**src/rtl/core/assert_macros.svh**
```systemverilog
// Assertion macros shared by the framer RTL.
`ifndef ASSERT_MACROS_SVH
`define ASSERT_MACROS_SVH

// Same-cycle implication, clocked on aclk, off during reset
`define PSF_ASSERT_IMP(label, ante, cons, msg) \
    label: assert property (@(posedge aclk) disable iff (!aresetn) (ante) |-> (cons)) \
        else $error(msg);

// Next-cycle implication, clocked on aclk, off during reset
`define PSF_ASSERT_NXT(label, ante, cons, msg) \
    label: assert property (@(posedge aclk) disable iff (!aresetn) (ante) |=> (cons)) \
        else $error(msg);

`endif

```
**src/rtl/core/psf_pkg.sv**
```systemverilog
// Types, constants and register codes of the preamble/sync/length framer.
package psf_pkg;

    localparam int MAX_PREAMBLE_DEF   = 32;
    localparam int MAX_SYNC_BYTES_DEF = 8;

    localparam int BYTE_W      = 8;
    localparam int LEN_W       = 16;
    localparam int PCOUNT_W    = 6;
    localparam int SYNC_W      = 64;
    localparam int SLEN_W      = 4;
    localparam int SYNC_IDX_W  = 3;
    localparam int CFG_ADDR_W  = 2;
    localparam int CFG_DATA_W  = 64;
    localparam int S_TDATA_W   = 24;
    localparam int M_TDATA_W   = 8;

    // Register reset values
    localparam logic [BYTE_W-1:0]   PREAMBLE_BYTE_RST  = 8'hAA;
    localparam logic [PCOUNT_W-1:0] PREAMBLE_COUNT_RST = 6'd8;
    localparam logic [SYNC_W-1:0]   SYNC_PATTERN_RST   = 64'd0;
    localparam logic [SLEN_W-1:0]   SYNC_LEN_RST       = 4'd0;

    // Configuration register indexes
    typedef enum logic [CFG_ADDR_W-1:0] {
        REG_PREAMBLE_BYTE  = 2'd0,
        REG_PREAMBLE_COUNT = 2'd1,
        REG_SYNC_PATTERN   = 2'd2,
        REG_SYNC_LEN       = 2'd3
    } reg_idx_t;

    typedef struct packed {
        logic [BYTE_W-1:0]   preamble_byte;
        logic [PCOUNT_W-1:0] preamble_count;
        logic [SYNC_W-1:0]   sync_pattern;
        logic [SLEN_W-1:0]   sync_len;
    } cfg_t;

    // One input request as held in front of the emitter
    typedef struct packed {
        logic [LEN_W-1:0]  packet_len;
        logic              start_of_packet;
        logic [BYTE_W-1:0] data_byte;
    } in_item_t;

    // One frame byte on its way out
    typedef struct packed {
        logic              frame_last;
        logic              run_last;
        logic [BYTE_W-1:0] out_byte;
    } out_item_t;

    // Emitter status seen by the top level
    typedef struct packed {
        logic             hdr_active;
        logic [LEN_W-1:0] remaining;
    } emit_status_t;

endpackage

```
**src/rtl/core/psf_skid.sv**
```systemverilog
// Two-entry skid buffer with registered ready on the upstream side.
module psf_skid #(
    parameter int WIDTH = 8
) (
    input  logic             aclk,
    input  logic             aresetn,
    input  logic             in_valid,
    output logic             in_ready,
    input  logic [WIDTH-1:0] in_data,
    output logic             out_valid,
    input  logic             out_ready,
    output logic [WIDTH-1:0] out_data
);

    logic             main_v_reg;
    logic [WIDTH-1:0] main_d_reg;
    logic             skid_v_reg;
    logic [WIDTH-1:0] skid_d_reg;

    assign in_ready  = !skid_v_reg;
    assign out_valid = main_v_reg;
    assign out_data  = main_d_reg;

    // Control state
    always_ff @(posedge aclk) begin
        if (!aresetn) begin
            main_v_reg <= 1'b0;
            skid_v_reg <= 1'b0;
        end else if (out_ready || !main_v_reg) begin
            if (skid_v_reg) begin
                main_v_reg <= 1'b1;
                skid_v_reg <= 1'b0;
            end else begin
                main_v_reg <= in_valid;
            end
        end else if (in_valid && !skid_v_reg) begin
            skid_v_reg <= 1'b1;
        end
    end

    // Payload
    always_ff @(posedge aclk) begin
        if (out_ready || !main_v_reg) begin
            main_d_reg <= skid_v_reg ? skid_d_reg : in_data;
        end else if (in_valid && !skid_v_reg) begin
            skid_d_reg <= in_data;
        end
    end

endmodule

```
**src/rtl/core/psf_cfg_regs.sv**
```systemverilog
// Configuration register file of the framer.
module psf_cfg_regs
    import psf_pkg::*;
(
    input  logic                  aclk,
    input  logic                  aresetn,
    input  logic                  cfg_wr_en,
    input  logic [CFG_ADDR_W-1:0] cfg_addr,
    input  logic [CFG_DATA_W-1:0] cfg_wr_data,
    output cfg_t                  cfg
);

    cfg_t cfg_reg;

    assign cfg = cfg_reg;

    // Register writes, decoded by index
    always_ff @(posedge aclk) begin
        if (!aresetn) begin
            cfg_reg.preamble_byte  <= PREAMBLE_BYTE_RST;
            cfg_reg.preamble_count <= PREAMBLE_COUNT_RST;
            cfg_reg.sync_pattern   <= SYNC_PATTERN_RST;
            cfg_reg.sync_len       <= SYNC_LEN_RST;
        end else if (cfg_wr_en) begin
            unique case (reg_idx_t'(cfg_addr))
                REG_PREAMBLE_BYTE:  cfg_reg.preamble_byte  <= cfg_wr_data[BYTE_W-1:0];
                REG_PREAMBLE_COUNT: cfg_reg.preamble_count <= cfg_wr_data[PCOUNT_W-1:0];
                REG_SYNC_PATTERN:   cfg_reg.sync_pattern   <= cfg_wr_data[SYNC_W-1:0];
                REG_SYNC_LEN:       cfg_reg.sync_len       <= cfg_wr_data[SLEN_W-1:0];
                default: ;
            endcase
        end
    end

endmodule

```
**src/rtl/core/psf_emitter.sv**
```systemverilog
// Frame byte emitter: header sequencer and payload pass-through.
module psf_emitter
    import psf_pkg::*;
#(
    parameter int MAX_PREAMBLE   = MAX_PREAMBLE_DEF,
    parameter int MAX_SYNC_BYTES = MAX_SYNC_BYTES_DEF
) (
    input  logic         aclk,
    input  logic         aresetn,
    input  cfg_t         cfg,
    input  logic         held_valid,
    input  in_item_t     held,
    output logic         held_consume,
    output logic         emit_valid,
    input  logic         emit_ready,
    output out_item_t    emit,
    output emit_status_t status
);

    localparam int POS_W = $clog2(MAX_PREAMBLE + MAX_SYNC_BYTES + 3);

    logic [POS_W-1:0]      pos_reg;
    logic [POS_W-1:0]      pos_next;
    logic [LEN_W-1:0]      remaining_reg;
    logic [LEN_W-1:0]      remaining_next;
    logic [7:0]            np8;
    logic [SLEN_W-1:0]     ns4;
    logic [POS_W-1:0]      np;
    logic [POS_W-1:0]      ns;
    logic [POS_W-1:0]      hdr_end;
    logic [POS_W-1:0]      sync_off;
    logic [SYNC_IDX_W-1:0] sync_idx;
    logic                  fire;

    // Clamp counts to the supported maximum
    assign np8 = ({2'b00, cfg.preamble_count} > 8'(MAX_PREAMBLE)) ?
                 8'(MAX_PREAMBLE) : {2'b00, cfg.preamble_count};
    assign ns4 = (cfg.sync_len > SLEN_W'(MAX_SYNC_BYTES)) ?
                 SLEN_W'(MAX_SYNC_BYTES) : cfg.sync_len;
    assign np  = POS_W'(np8);
    assign ns  = POS_W'(ns4);

    assign hdr_end  = np + ns;
    assign sync_off = pos_reg - np;
    assign sync_idx = SYNC_IDX_W'(ns - POS_W'(1) - sync_off);

    // Byte select for the current position
    always_comb begin
        emit.out_byte   = held.data_byte;
        emit.run_last   = 1'b1;
        emit.frame_last = (remaining_reg == LEN_W'(1));
        if (held.start_of_packet) begin
            emit.run_last   = 1'b0;
            emit.frame_last = 1'b0;
            if (pos_reg < np) begin
                emit.out_byte = cfg.preamble_byte;
            end else if (pos_reg < hdr_end) begin
                emit.out_byte = cfg.sync_pattern[{sync_idx, 3'b000} +: BYTE_W];
            end else if (pos_reg == hdr_end) begin
                emit.out_byte = held.packet_len[LEN_W-1:BYTE_W];
            end else if (pos_reg == hdr_end + POS_W'(1)) begin
                emit.out_byte   = held.packet_len[BYTE_W-1:0];
                emit.run_last   = (held.packet_len == '0);
                emit.frame_last = (held.packet_len == '0);
            end else begin
                emit.out_byte   = held.data_byte;
                emit.run_last   = 1'b1;
                emit.frame_last = (held.packet_len == LEN_W'(1));
            end
        end
    end

    // Handshake: stray bytes are consumed with no output
    assign emit_valid   = held_valid && (held.start_of_packet || remaining_reg != '0);
    assign fire         = emit_valid && emit_ready;
    assign held_consume = held_valid && (!emit_valid || (fire && emit.run_last));

    // Next position and payload count
    always_comb begin
        pos_next       = pos_reg;
        remaining_next = remaining_reg;
        if (fire) begin
            pos_next = emit.run_last ? '0 : pos_reg + POS_W'(1);
            if (emit.run_last) begin
                if (held.start_of_packet) begin
                    remaining_next = (held.packet_len == '0) ? '0 :
                                     held.packet_len - LEN_W'(1);
                end else begin
                    remaining_next = remaining_reg - LEN_W'(1);
                end
            end
        end
    end

    always_ff @(posedge aclk) begin
        if (!aresetn) begin
            pos_reg       <= '0;
            remaining_reg <= '0;
        end else begin
            pos_reg       <= pos_next;
            remaining_reg <= remaining_next;
        end
    end

    assign status.hdr_active = (pos_reg != '0);
    assign status.remaining  = remaining_reg;

endmodule

```
**src/rtl/core/preamble_sync_length_framer_unit.sv**
```systemverilog
// Top level of the preamble/sync/length-prefixed transmit framer.
//
//  channel   dir  handshake          payload
//  s_*       in   s_tvalid/s_tready  tdata {packet_len, data_byte}, tuser start, tlast end
//  m_*       out  m_tvalid/m_tready  tdata out_byte, tuser run_last, tlast frame_last
//  cfg_*     in   cfg_wr_en          cfg_addr index, cfg_wr_data value
//
// Payload requests pass at one per cycle unless m_tready stalls, through the input and
// result register stages. A start request holds the emitter for np + ns + 2 bytes (one
// more with a nonzero length), np and ns being the clamped preamble and sync byte counts.
// Skid buffers on both sides register s_tready and decouple m_tready stalls.
// Reset is synchronous, active low, and loads the register defaults.
`include "assert_macros.svh"

module preamble_sync_length_framer_unit
    import psf_pkg::*;
#(
    parameter int MAX_PREAMBLE   = MAX_PREAMBLE_DEF,
    parameter int MAX_SYNC_BYTES = MAX_SYNC_BYTES_DEF
) (
    input  logic                  aclk,
    input  logic                  aresetn,
    input  logic                  s_tvalid,
    output logic                  s_tready,
    input  logic [S_TDATA_W-1:0]  s_tdata,   // data_byte[7:0], packet_len[23:8]
    input  logic                  s_tuser,   // start_of_packet
    input  logic                  s_tlast,   // end_of_packet
    output logic                  m_tvalid,
    input  logic                  m_tready,
    output logic [M_TDATA_W-1:0]  m_tdata,   // out_byte[7:0]
    output logic                  m_tuser,   // run_last
    output logic                  m_tlast,   // frame_last
    input  logic                  cfg_wr_en,
    input  logic [CFG_ADDR_W-1:0] cfg_addr,
    input  logic [CFG_DATA_W-1:0] cfg_wr_data
);

    cfg_t         cfg;
    in_item_t     in_item;
    in_item_t     held;
    logic         held_valid;
    logic         held_consume;
    out_item_t    emit;
    logic         emit_valid;
    logic         emit_ready;
    out_item_t    out_item;
    emit_status_t status;
    logic         unused_tlast;

    // end_of_packet carries no meaning here; frame end follows the length
    assign unused_tlast = s_tlast;

    assign in_item.packet_len      = s_tdata[S_TDATA_W-1:BYTE_W];
    assign in_item.start_of_packet = s_tuser;
    assign in_item.data_byte       = s_tdata[BYTE_W-1:0];

    psf_cfg_regs u_cfg (
        .aclk        (aclk),
        .aresetn     (aresetn),
        .cfg_wr_en   (cfg_wr_en),
        .cfg_addr    (cfg_addr),
        .cfg_wr_data (cfg_wr_data),
        .cfg         (cfg)
    );

    // Input register stage
    psf_skid #(.WIDTH($bits(in_item_t))) u_in_skid (
        .aclk      (aclk),
        .aresetn   (aresetn),
        .in_valid  (s_tvalid),
        .in_ready  (s_tready),
        .in_data   (in_item),
        .out_valid (held_valid),
        .out_ready (held_consume),
        .out_data  (held)
    );

    psf_emitter #(
        .MAX_PREAMBLE   (MAX_PREAMBLE),
        .MAX_SYNC_BYTES (MAX_SYNC_BYTES)
    ) u_emit (
        .aclk         (aclk),
        .aresetn      (aresetn),
        .cfg          (cfg),
        .held_valid   (held_valid),
        .held         (held),
        .held_consume (held_consume),
        .emit_valid   (emit_valid),
        .emit_ready   (emit_ready),
        .emit         (emit),
        .status       (status)
    );

    // Result register stage
    psf_skid #(.WIDTH($bits(out_item_t))) u_out_skid (
        .aclk      (aclk),
        .aresetn   (aresetn),
        .in_valid  (emit_valid),
        .in_ready  (emit_ready),
        .in_data   (emit),
        .out_valid (m_tvalid),
        .out_ready (m_tready),
        .out_data  (out_item)
    );

    assign m_tdata = out_item.out_byte;
    assign m_tuser = out_item.run_last;
    assign m_tlast = out_item.frame_last;

    // Checks
    `PSF_ASSERT_IMP(a_frame_ends_run, m_tvalid && m_tlast, m_tuser,
        "frame_last without run_last")
    `PSF_ASSERT_IMP(a_hdr_on_start, status.hdr_active, held_valid && held.start_of_packet,
        "header sequence running without a start request")
    `PSF_ASSERT_NXT(a_frame_end_count, emit_valid && emit_ready && emit.frame_last,
        status.remaining == '0, "payload count not zero after frame end")

endmodule

```
**config.mk**
```make
export PLATFORM = sky130hd
export DESIGN_NAME = preamble_sync_length_framer_unit
export DESIGN_NICKNAME = d
export VERILOG_FILES = /design/src/rtl/core/psf_pkg.sv /design/src/rtl/core/psf_skid.sv /design/src/rtl/core/psf_cfg_regs.sv /design/src/rtl/core/psf_emitter.sv /design/src/rtl/core/preamble_sync_length_framer_unit.sv
export VERILOG_INCLUDE_DIRS = /design/src /design/src/rtl/core
export SDC_FILE = /design/constraint.sdc
export NUM_CORES = 1
export LEC_CHECK = 0
export ABC_AREA = 1
export BUFFER_PORTS_ARGS = -buffer_cell sky130_fd_sc_hd__buf_2
export CAP_MARGIN = 10
export CELL_PAD_IN_SITES_DETAIL_PLACEMENT = 1
export CELL_PAD_IN_SITES_GLOBAL_PLACEMENT = 1
export CORE_ASPECT_RATIO = 0.6
export CORE_MARGIN = 1.5
export CORE_UTILIZATION = 47
export CTS_BUF_LIST = sky130_fd_sc_hd__clkbuf_8 sky130_fd_sc_hd__clkbuf_16
export DETAILED_ROUTE_END_ITERATION = 7
export PLACE_DENSITY = 0.95
export SYNTH_ARGS = -nofsm -noshare
export SYNTH_HDL_FRONTEND = slang
export SYNTH_SLANG_ARGS = --single-unit
```
**constraint.sdc**
```tcl
create_clock -name aclk -period 11.75 [get_ports aclk]
set_input_delay 1.175 -clock aclk [delete_from_list [all_inputs] [get_ports aclk]]
set_output_delay 1.175 -clock aclk [all_outputs]
set_load 0.01 [all_outputs]
```
==> out/metrics.cfg, run 1 <==
[outcome]
status=finished, final reports clean

[clocking]
insertion_delay_ns=0.45
cts_buffers=17
root_buffer=clkbuf_16
hold_buffers=0
cts_buffer_depth=2
clock-sinks=178
h-tree-depth=4
cts_resized=0
clk_pin_slew_ns=0.07
cts_tree=built
cts_setup_buffers=0

[grt]
globalRouteTotalUtil=0.3063
grt_overflow=0
grt_max_degree=93
antenna_found_initial=0
first_global_vias=8969
grt_pass1_wl_um=47990

[yosys]
yosys.cell_types.count=42
avgSynthCellArea_um2=7.792
synth_nets=1281
synth_area_leaders=dfxtp_1 24%, edfxtp_1 23%, nand2_1 10%, o21ai_0 6.9%, nor2_1 6.1%
synth-seq-area-share=0.4718
synth_top_area_cell=dfxtp_1
ys_ff_latch=178
synth_cells=1160
ys_warn_count=0
synth_area_um2=9039
synth_top_area_share=0.2392

[sta]
fmax_mhz=178.7
relSlewSlack=0.2720
fin_worst_skew_ns=0.009044
fin_hold_ws_ns=0.4565
period_needed_ns=5.597
period_share=0.4763
worst_slew_pin_slew_ns=1.088
setup_violations=0
finalHoldViolations=0
drv_slew=0
setup-tns-final_ns=0
rsz0062_at_grt=false

[worst_setup_path]
critPathCaptureType=flop
worst_ep_arrival_time_ns=5.73
max_stage_delay_ns=0.73
critPathSlowestCell=a21oi_1
path_buf_inv=5
cp_common_cell=nand2_1
worst-path-max-fanout=28
worstPathRequired_ns=11.88
critPathLaunchType=flop
path_class=reg -> reg
cp_top_family=simple AND/OR/NAND/NOR gates

[run]
cap_violations=0

[route]
drc=0
vias_per_cell=5.810
vias=8727
first_iter_violations=1066
post_drt_wl_per_cell_um=19.78
ant_nets=0
drt-total-wl_um=29710
firstDrtPassIters=5

[pwr]
p_per_area_nw_per_um2=192.9
p_leak_uw=0.004517
max-vdd-ir-drop_mv=0.1122

[place]
place_congestion=0.8668
portBuffers=107
hpwl_um=20590

[floorplan]
core-area_um2=18930
die_w_um=182.0
die_area_um2=20100
io_pins=109
initial_utilization=0.4774
num_rows=39
die_h_um=110.4

[cells_and_area]
antenna_cells=0
largest_reg_flops=82
drive_gt1_frac=0.1473
nFillCells=2372
layout.nets=1364
syn2layout_area_growth_pct=14.27
fin_util=0.5455

[min_path]
min_path_type=reg -> reg

layer usage:
layer  GRT usage  part of all wire  up-vias
met2      0.4897              0.46      388
met4     0.08320             0.016        0
met5           0                 0        -
li1            -                 -     4015
met3     0.05772             0.078       43
met1      0.4258              0.44     4281
cells in the mapped netlist:
cell,instances
a211oi_1,1
dfxtp_1,108
clkinv_1,3
nor3_1,10
a21oi_1,78
inv_1,109
nor4_1,2
clkbuf_1,42
o21a_1,1
or2_2,1
nand3b_1,1
buf_1,4
nand2_1,244
xnor2_1,6
nor2_1,146
nand2_4,2
a32o_1,1
nor2_2,2
a21oi_2,11
nor3b_1,1
buf_6,2
nand2_2,12
inv_2,4
o21ai_0,124
o31ai_1,3
xor2_1,12
edfxtp_1,70
o21ai_1,8
buf_2,2
o22ai_1,3
nand3_1,62
a21boi_0,8
o21bai_1,1
fa_1,3
nor2_8,1
mux2i_1,8
nand4_1,14
nand3_2,2
o211ai_1,22
a31oi_1,1
or2_1,4
ha_1,21
kinds of logic (layout without fill, tap and decap cells):
kind of cell / after synthesis / in the layout / synth area share
DFF: 178 / 178 / 0.4718
adders and majority gates: 24 / 24 / 0.03571
muxes: 8 / 8 / 0.008860
buffers and inverters: 166 / 262 / 0.07087
xor gates and xnor gates: 18 / 18 / 0.01744
AOI/OAI and AO/OA: 262 / 262 / 0.1607
and+or+nand+nor: 504 / 504 / 0.2346
cell usage in the layout (no fill, tap or decap), types with 21 or more instances in the layout:
cell,count
nand2_1,244
nor2_1,144
o21ai_0,124
inv_1,109
dfxtp_1,108
buf_2,107
a21oi_1,78
edfxtp_1,70
nand3_1,62
o211ai_1,22
ha_1,21
area by class of cell:
cell class	instances	area, um2	area share
sequential	178	4264	0.4128
inverter	116	435.4	0.04216
timing repair buffer	114	588.1	0.05693
tap	246	307.8	0.02980
multi-input combinational	816	4141	0.4010
clock inverter	15	166.4	0.01611
clock buffer	17	425.4	0.04119
power breakdown:
group	internal [uW]	switching, uW	total, uW
combinational	188	420	608
sequential	741	66.1	807
clock	302	275	578
total	1230	761	1990
path summary, 6_finish.rpt:
kind	start	end	slack, ns	cells after the start
setup / recovery	u_cfg.cfg[73]	u_in_skid.skid_d_reg[0]	6.15	25
hold / removal	u_cfg.cfg[53]	u_cfg.cfg[53]	0.46	2
setup reg to reg	u_cfg.cfg[73]	u_in_skid.skid_d_reg[0]	6.15	25
hold reg to reg	u_cfg.cfg[53]	u_cfg.cfg[53]	0.46	2
tightest hold or removal path: stages (launching register included):
cell and delay, ns:
dfxtp_1 0.30, inv_1 0.06, a21oi_1 0.05
metrics by stage:
step	cells	instance area [um2]	total power, uW	setup slack, ns
global route	1502	10330	2082	5.861
global placement	1470	9737	1350	6.631
CTS	1502	10330	1978	6.252
detailed placement	1470	9737	1388	6.356
floorplan	1160	9039	1191	6.656
finish	1502	10330	1992	6.153
Power figures use the tool's default switching activity.
==> run 2, diff against run 1 <==
--- a/config.mk
+++ b/config.mk
@@ -13,10 +13,10 @@
 export CELL_PAD_IN_SITES_GLOBAL_PLACEMENT = 1
 export CORE_ASPECT_RATIO = 0.6
 export CORE_MARGIN = 1.5
-export CORE_UTILIZATION = 47
+export CORE_UTILIZATION = 39
 export CTS_BUF_LIST = sky130_fd_sc_hd__clkbuf_8 sky130_fd_sc_hd__clkbuf_16
 export DETAILED_ROUTE_END_ITERATION = 7
-export PLACE_DENSITY = 0.95
+export PLACE_DENSITY = 0.85
 export SYNTH_ARGS = -nofsm -noshare
 export SYNTH_HDL_FRONTEND = slang
 export SYNTH_SLANG_ARGS = --single-unit
==> constraint.sdc (replaced) <==
create_clock -name aclk -period 5 [get_ports aclk]
set_input_delay 0.5 -clock aclk [delete_from_list [all_inputs] [get_ports aclk]]
set_output_delay 0.5 -clock aclk [all_outputs]
set_load 0.01 [all_outputs]
==> out/metrics.cfg, run 2 (synthesis results as in run 1) <==
[place]
hpwl_um=20670  ; +0.38%
dp.cells=1534  ; +4.4%
place_congestion=0.8906  ; +2.7%
portBuffers=107  ; unchanged

[clocking]
cts_setup_buffers=0  ; unchanged
hold_buffers=0  ; unchanged
clock-sinks=178  ; unchanged
h-tree-depth=4  ; unchanged
insertion_delay_ns=0.44  ; about the same
cts_buffers=17  ; unchanged
clk_pin_slew_ns=0.07  ; about the same
root_buffer=clkbuf_16
cts_tree=built
cts_buffer_depth=2  ; unchanged
cts_resized=0  ; unchanged

[pwr]
switching_power_uw=1679  ; +120%
pwr-share-seq=0.410  ; +0.005
p_per_area_nw_per_um2=440.8  ; +130%
swShare=0.3660  ; -0.01602
p_leak_uw=0.004533  ; +0.36%
max-vdd-ir-drop_mv=0.2394  ; +110%
p_comb_frac=0.305  ; about the same
clkPwrFrac=0.285  ; -0.005
p_int_uw=2908  ; +140%
p_total_uw=4587  ; +130%

[sta]
period_share=0.9147  ; +0.4384
drv_slew=0  ; unchanged
fmax_mhz=218.6  ; +22%
worst_slew_pin_slew_ns=1.085  ; -0.002688 ns
setup_violations=0  ; unchanged
finalHoldViolations=0  ; unchanged
period_needed_ns=4.574  ; -1.023 ns
relSlewSlack=0.2738  ; +0.001799
fin_worst_skew_ns=0.009467  ; +0.0004235 ns
rsz0062_at_grt=false
setup-tns-final_ns=0  ; unchanged

[route]
drt-total-wl_um=27700  ; -6.8%
firstDrtPassIters=5  ; unchanged
first_iter_violations=712  ; -33%
vias_per_cell=5.273  ; -9.2%
drc=0  ; unchanged
ant_nets=0  ; unchanged
vias=8258  ; -5.4%
post_drt_wl_per_cell_um=17.69  ; -11%

[floorplan]
die_area_um2=24130  ; +20%
io_pins=109  ; unchanged
num_rows=42  ; +7.7%
die_w_um=199.5  ; +9.6%
initial_utilization=0.4038  ; -0.07364
core-area_um2=22390  ; +18%
die_h_um=120.9  ; +9.5%

[cells_and_area]
drive_gt1_frac=0.1471  ; -0.0002342
syn2layout_area_growth_pct=15.13
largest_reg_flops=82  ; unchanged
mostFrequentLayoutCells=244 x nand2_1, 144 x nor2_1, 124 x o21ai_0
layout_commonest_cell=nand2_1
final_cells=1566  ; +4.3%
layout.nets=1366  ; +0.15%
nFillCells=2791  ; +18%
antenna_cells=0  ; unchanged

[outcome]
status=finished, final reports clean

[min_path]
min_to=u_in_skid.skid_d_reg[5]
min_path_type=in -> reg
hold_start=s_tdata[5]
whs_path_depth=1  ; -1

[grt]
globalRouteTotalUtil=0.2396  ; -0.06667
first_global_vias=8228  ; -8.3%
antenna_found_initial=0  ; unchanged
grtUsageMet2=0.3381  ; -0.1515
grt_max_degree=83  ; -11%
grt_overflow=0  ; unchanged
grt_util_met1=0.3723  ; -0.05344
busiest_layer=met1
grt_pass1_wl_um=44350  ; -7.6%
use_met3=0.04391  ; -0.01380

[worst_setup_path]
critPathCaptureType=flop
rr_worst_depth=24  ; -4.0%
rr_endpoint=u_in_skid.skid_d_reg[5]
path_cells=inv_2, nand2_1, inv_1, ha_1, fa_1, nand4_1, nand2_1, nand2_1, nand2_1, inv_1, ha_1, nand2_1, nor2_1, nor2_1, o211ai_1, a21oi_1, or2_1, nor2_1, nand2_2, nand2_4, nand2_4, nand2_1, nor2_2, buf_4
critPathLaunchType=flop
max_stage_delay_ns=0.67  ; -0.06 ns
cp_common_cell=nand2_1
critPathSlowestCell=a21oi_1
worst_ep_arrival_time_ns=4.69  ; -1.04 ns
r2r-start=u_cfg.cfg[73]
worstPathRequired_ns=5.11  ; -6.77 ns
worst-path-max-fanout=25  ; -11%
path_class=reg -> reg
r2r_slack_ns=0.43  ; -5.73 ns
cp-startpoint=u_cfg.cfg[73]

[run]
cap_violations=0  ; unchanged

[run 2: cell types whose count changed in the layout (fill, tap and decap cells not counted), moves of 2 or more]
cell / previous run / this run
clkinv_2: 0 / 2
inv_8: 5 / 0
clkbuf_16: 17 / 19
buf_4: 7 / 9
inv_1: 109 / 111
clkbuf_8: 0 / 2
[run 2: through the flow]
step / utilization / area, um2 / setup slack [ns] / hold slack (ns)
3_3_place_gp: 0.4391 / 9829 / 0.6524 / 0.4406
3_5_place_dp: 0.4391 / 9829 / 0.4920 / 0.4526
2_1_floorplan: - / 9041 / 0.3084 / 0.4292
4_1_cts: 0.4648 / 10410 / 0.4399 / 0.2379
6_report: 0.4648 / 10410 / 0.4263 / 0.2507
5_1_grt: 0.4648 / 10410 / 0.01863 / 0.2394
[run 2: layout make-up]
cell class                      instances  area, um2  share of cell area
Multi-Input combinational cell        816       4141              0.3980
Clock inverter                         11      73.82            0.007094
Inverter                              116      435.4             0.04184
Clock buffer                           21      503.0             0.04833
Timing Repair Buffer                  116      603.1             0.05795
Sequential cell                       178       4264              0.4098
Tap cell                              308      385.4             0.03703
[run 2: worst max-delay path: cells and delay by family, from the launching register on]
| kind | cells | cell delay, ns |
|---|---|---|
| AO/OA/AOI/OAI | 2 | 0.77 |
| adder cells (fa/ha/maj) | 3 | 0.87 |
| flip-flops | 1 | 0.36 |
| buffers and inverters | 4 | 0.61 |
| AND/OR/NAND/NOR | 15 | 1.62 |
[run 2: layer usage]
layer / up-vias / share of wire / routed length (um)
met5: - / 0 / 0
li1: 4026 / - / -
met3: 24 / 0.060 / 1673
met4: 0 / 0.0096 / 266
met2: 224 / 0.41 / 11370
met1: 3984 / 0.52 / 14390
[run 2: how the worst max path moves through the flow]
stage	end	slack [ns]	cells past startpoint
after floorplan	u_in_skid.skid_d_reg[0]	0.31	22
after global placement	u_in_skid.skid_d_reg[20]	0.65	23
after detailed placement	u_in_skid.skid_d_reg[20]	0.49	23
after CTS	u_in_skid.skid_d_reg[12]	0.44	23
after global routing	u_in_skid.skid_d_reg[6]	0.02	23
final	u_in_skid.skid_d_reg[5]	0.43	24
[run 2: power groups by stage]
| stage | Clock, uW | Combinational (uW) | Sequential [uW] |
|---|---|---|---|
| after global routing | 1370 | 1550 | 1900 |
| after detailed placement | 0 | 1360 | 1910 |
| after CTS | 1330 | 1380 | 1880 |
| final | 1310 | 1400 | 1880 |
| after global placement | 0 | 1300 | 1900 |
| after floorplan | 0 | 932 | 1870 |
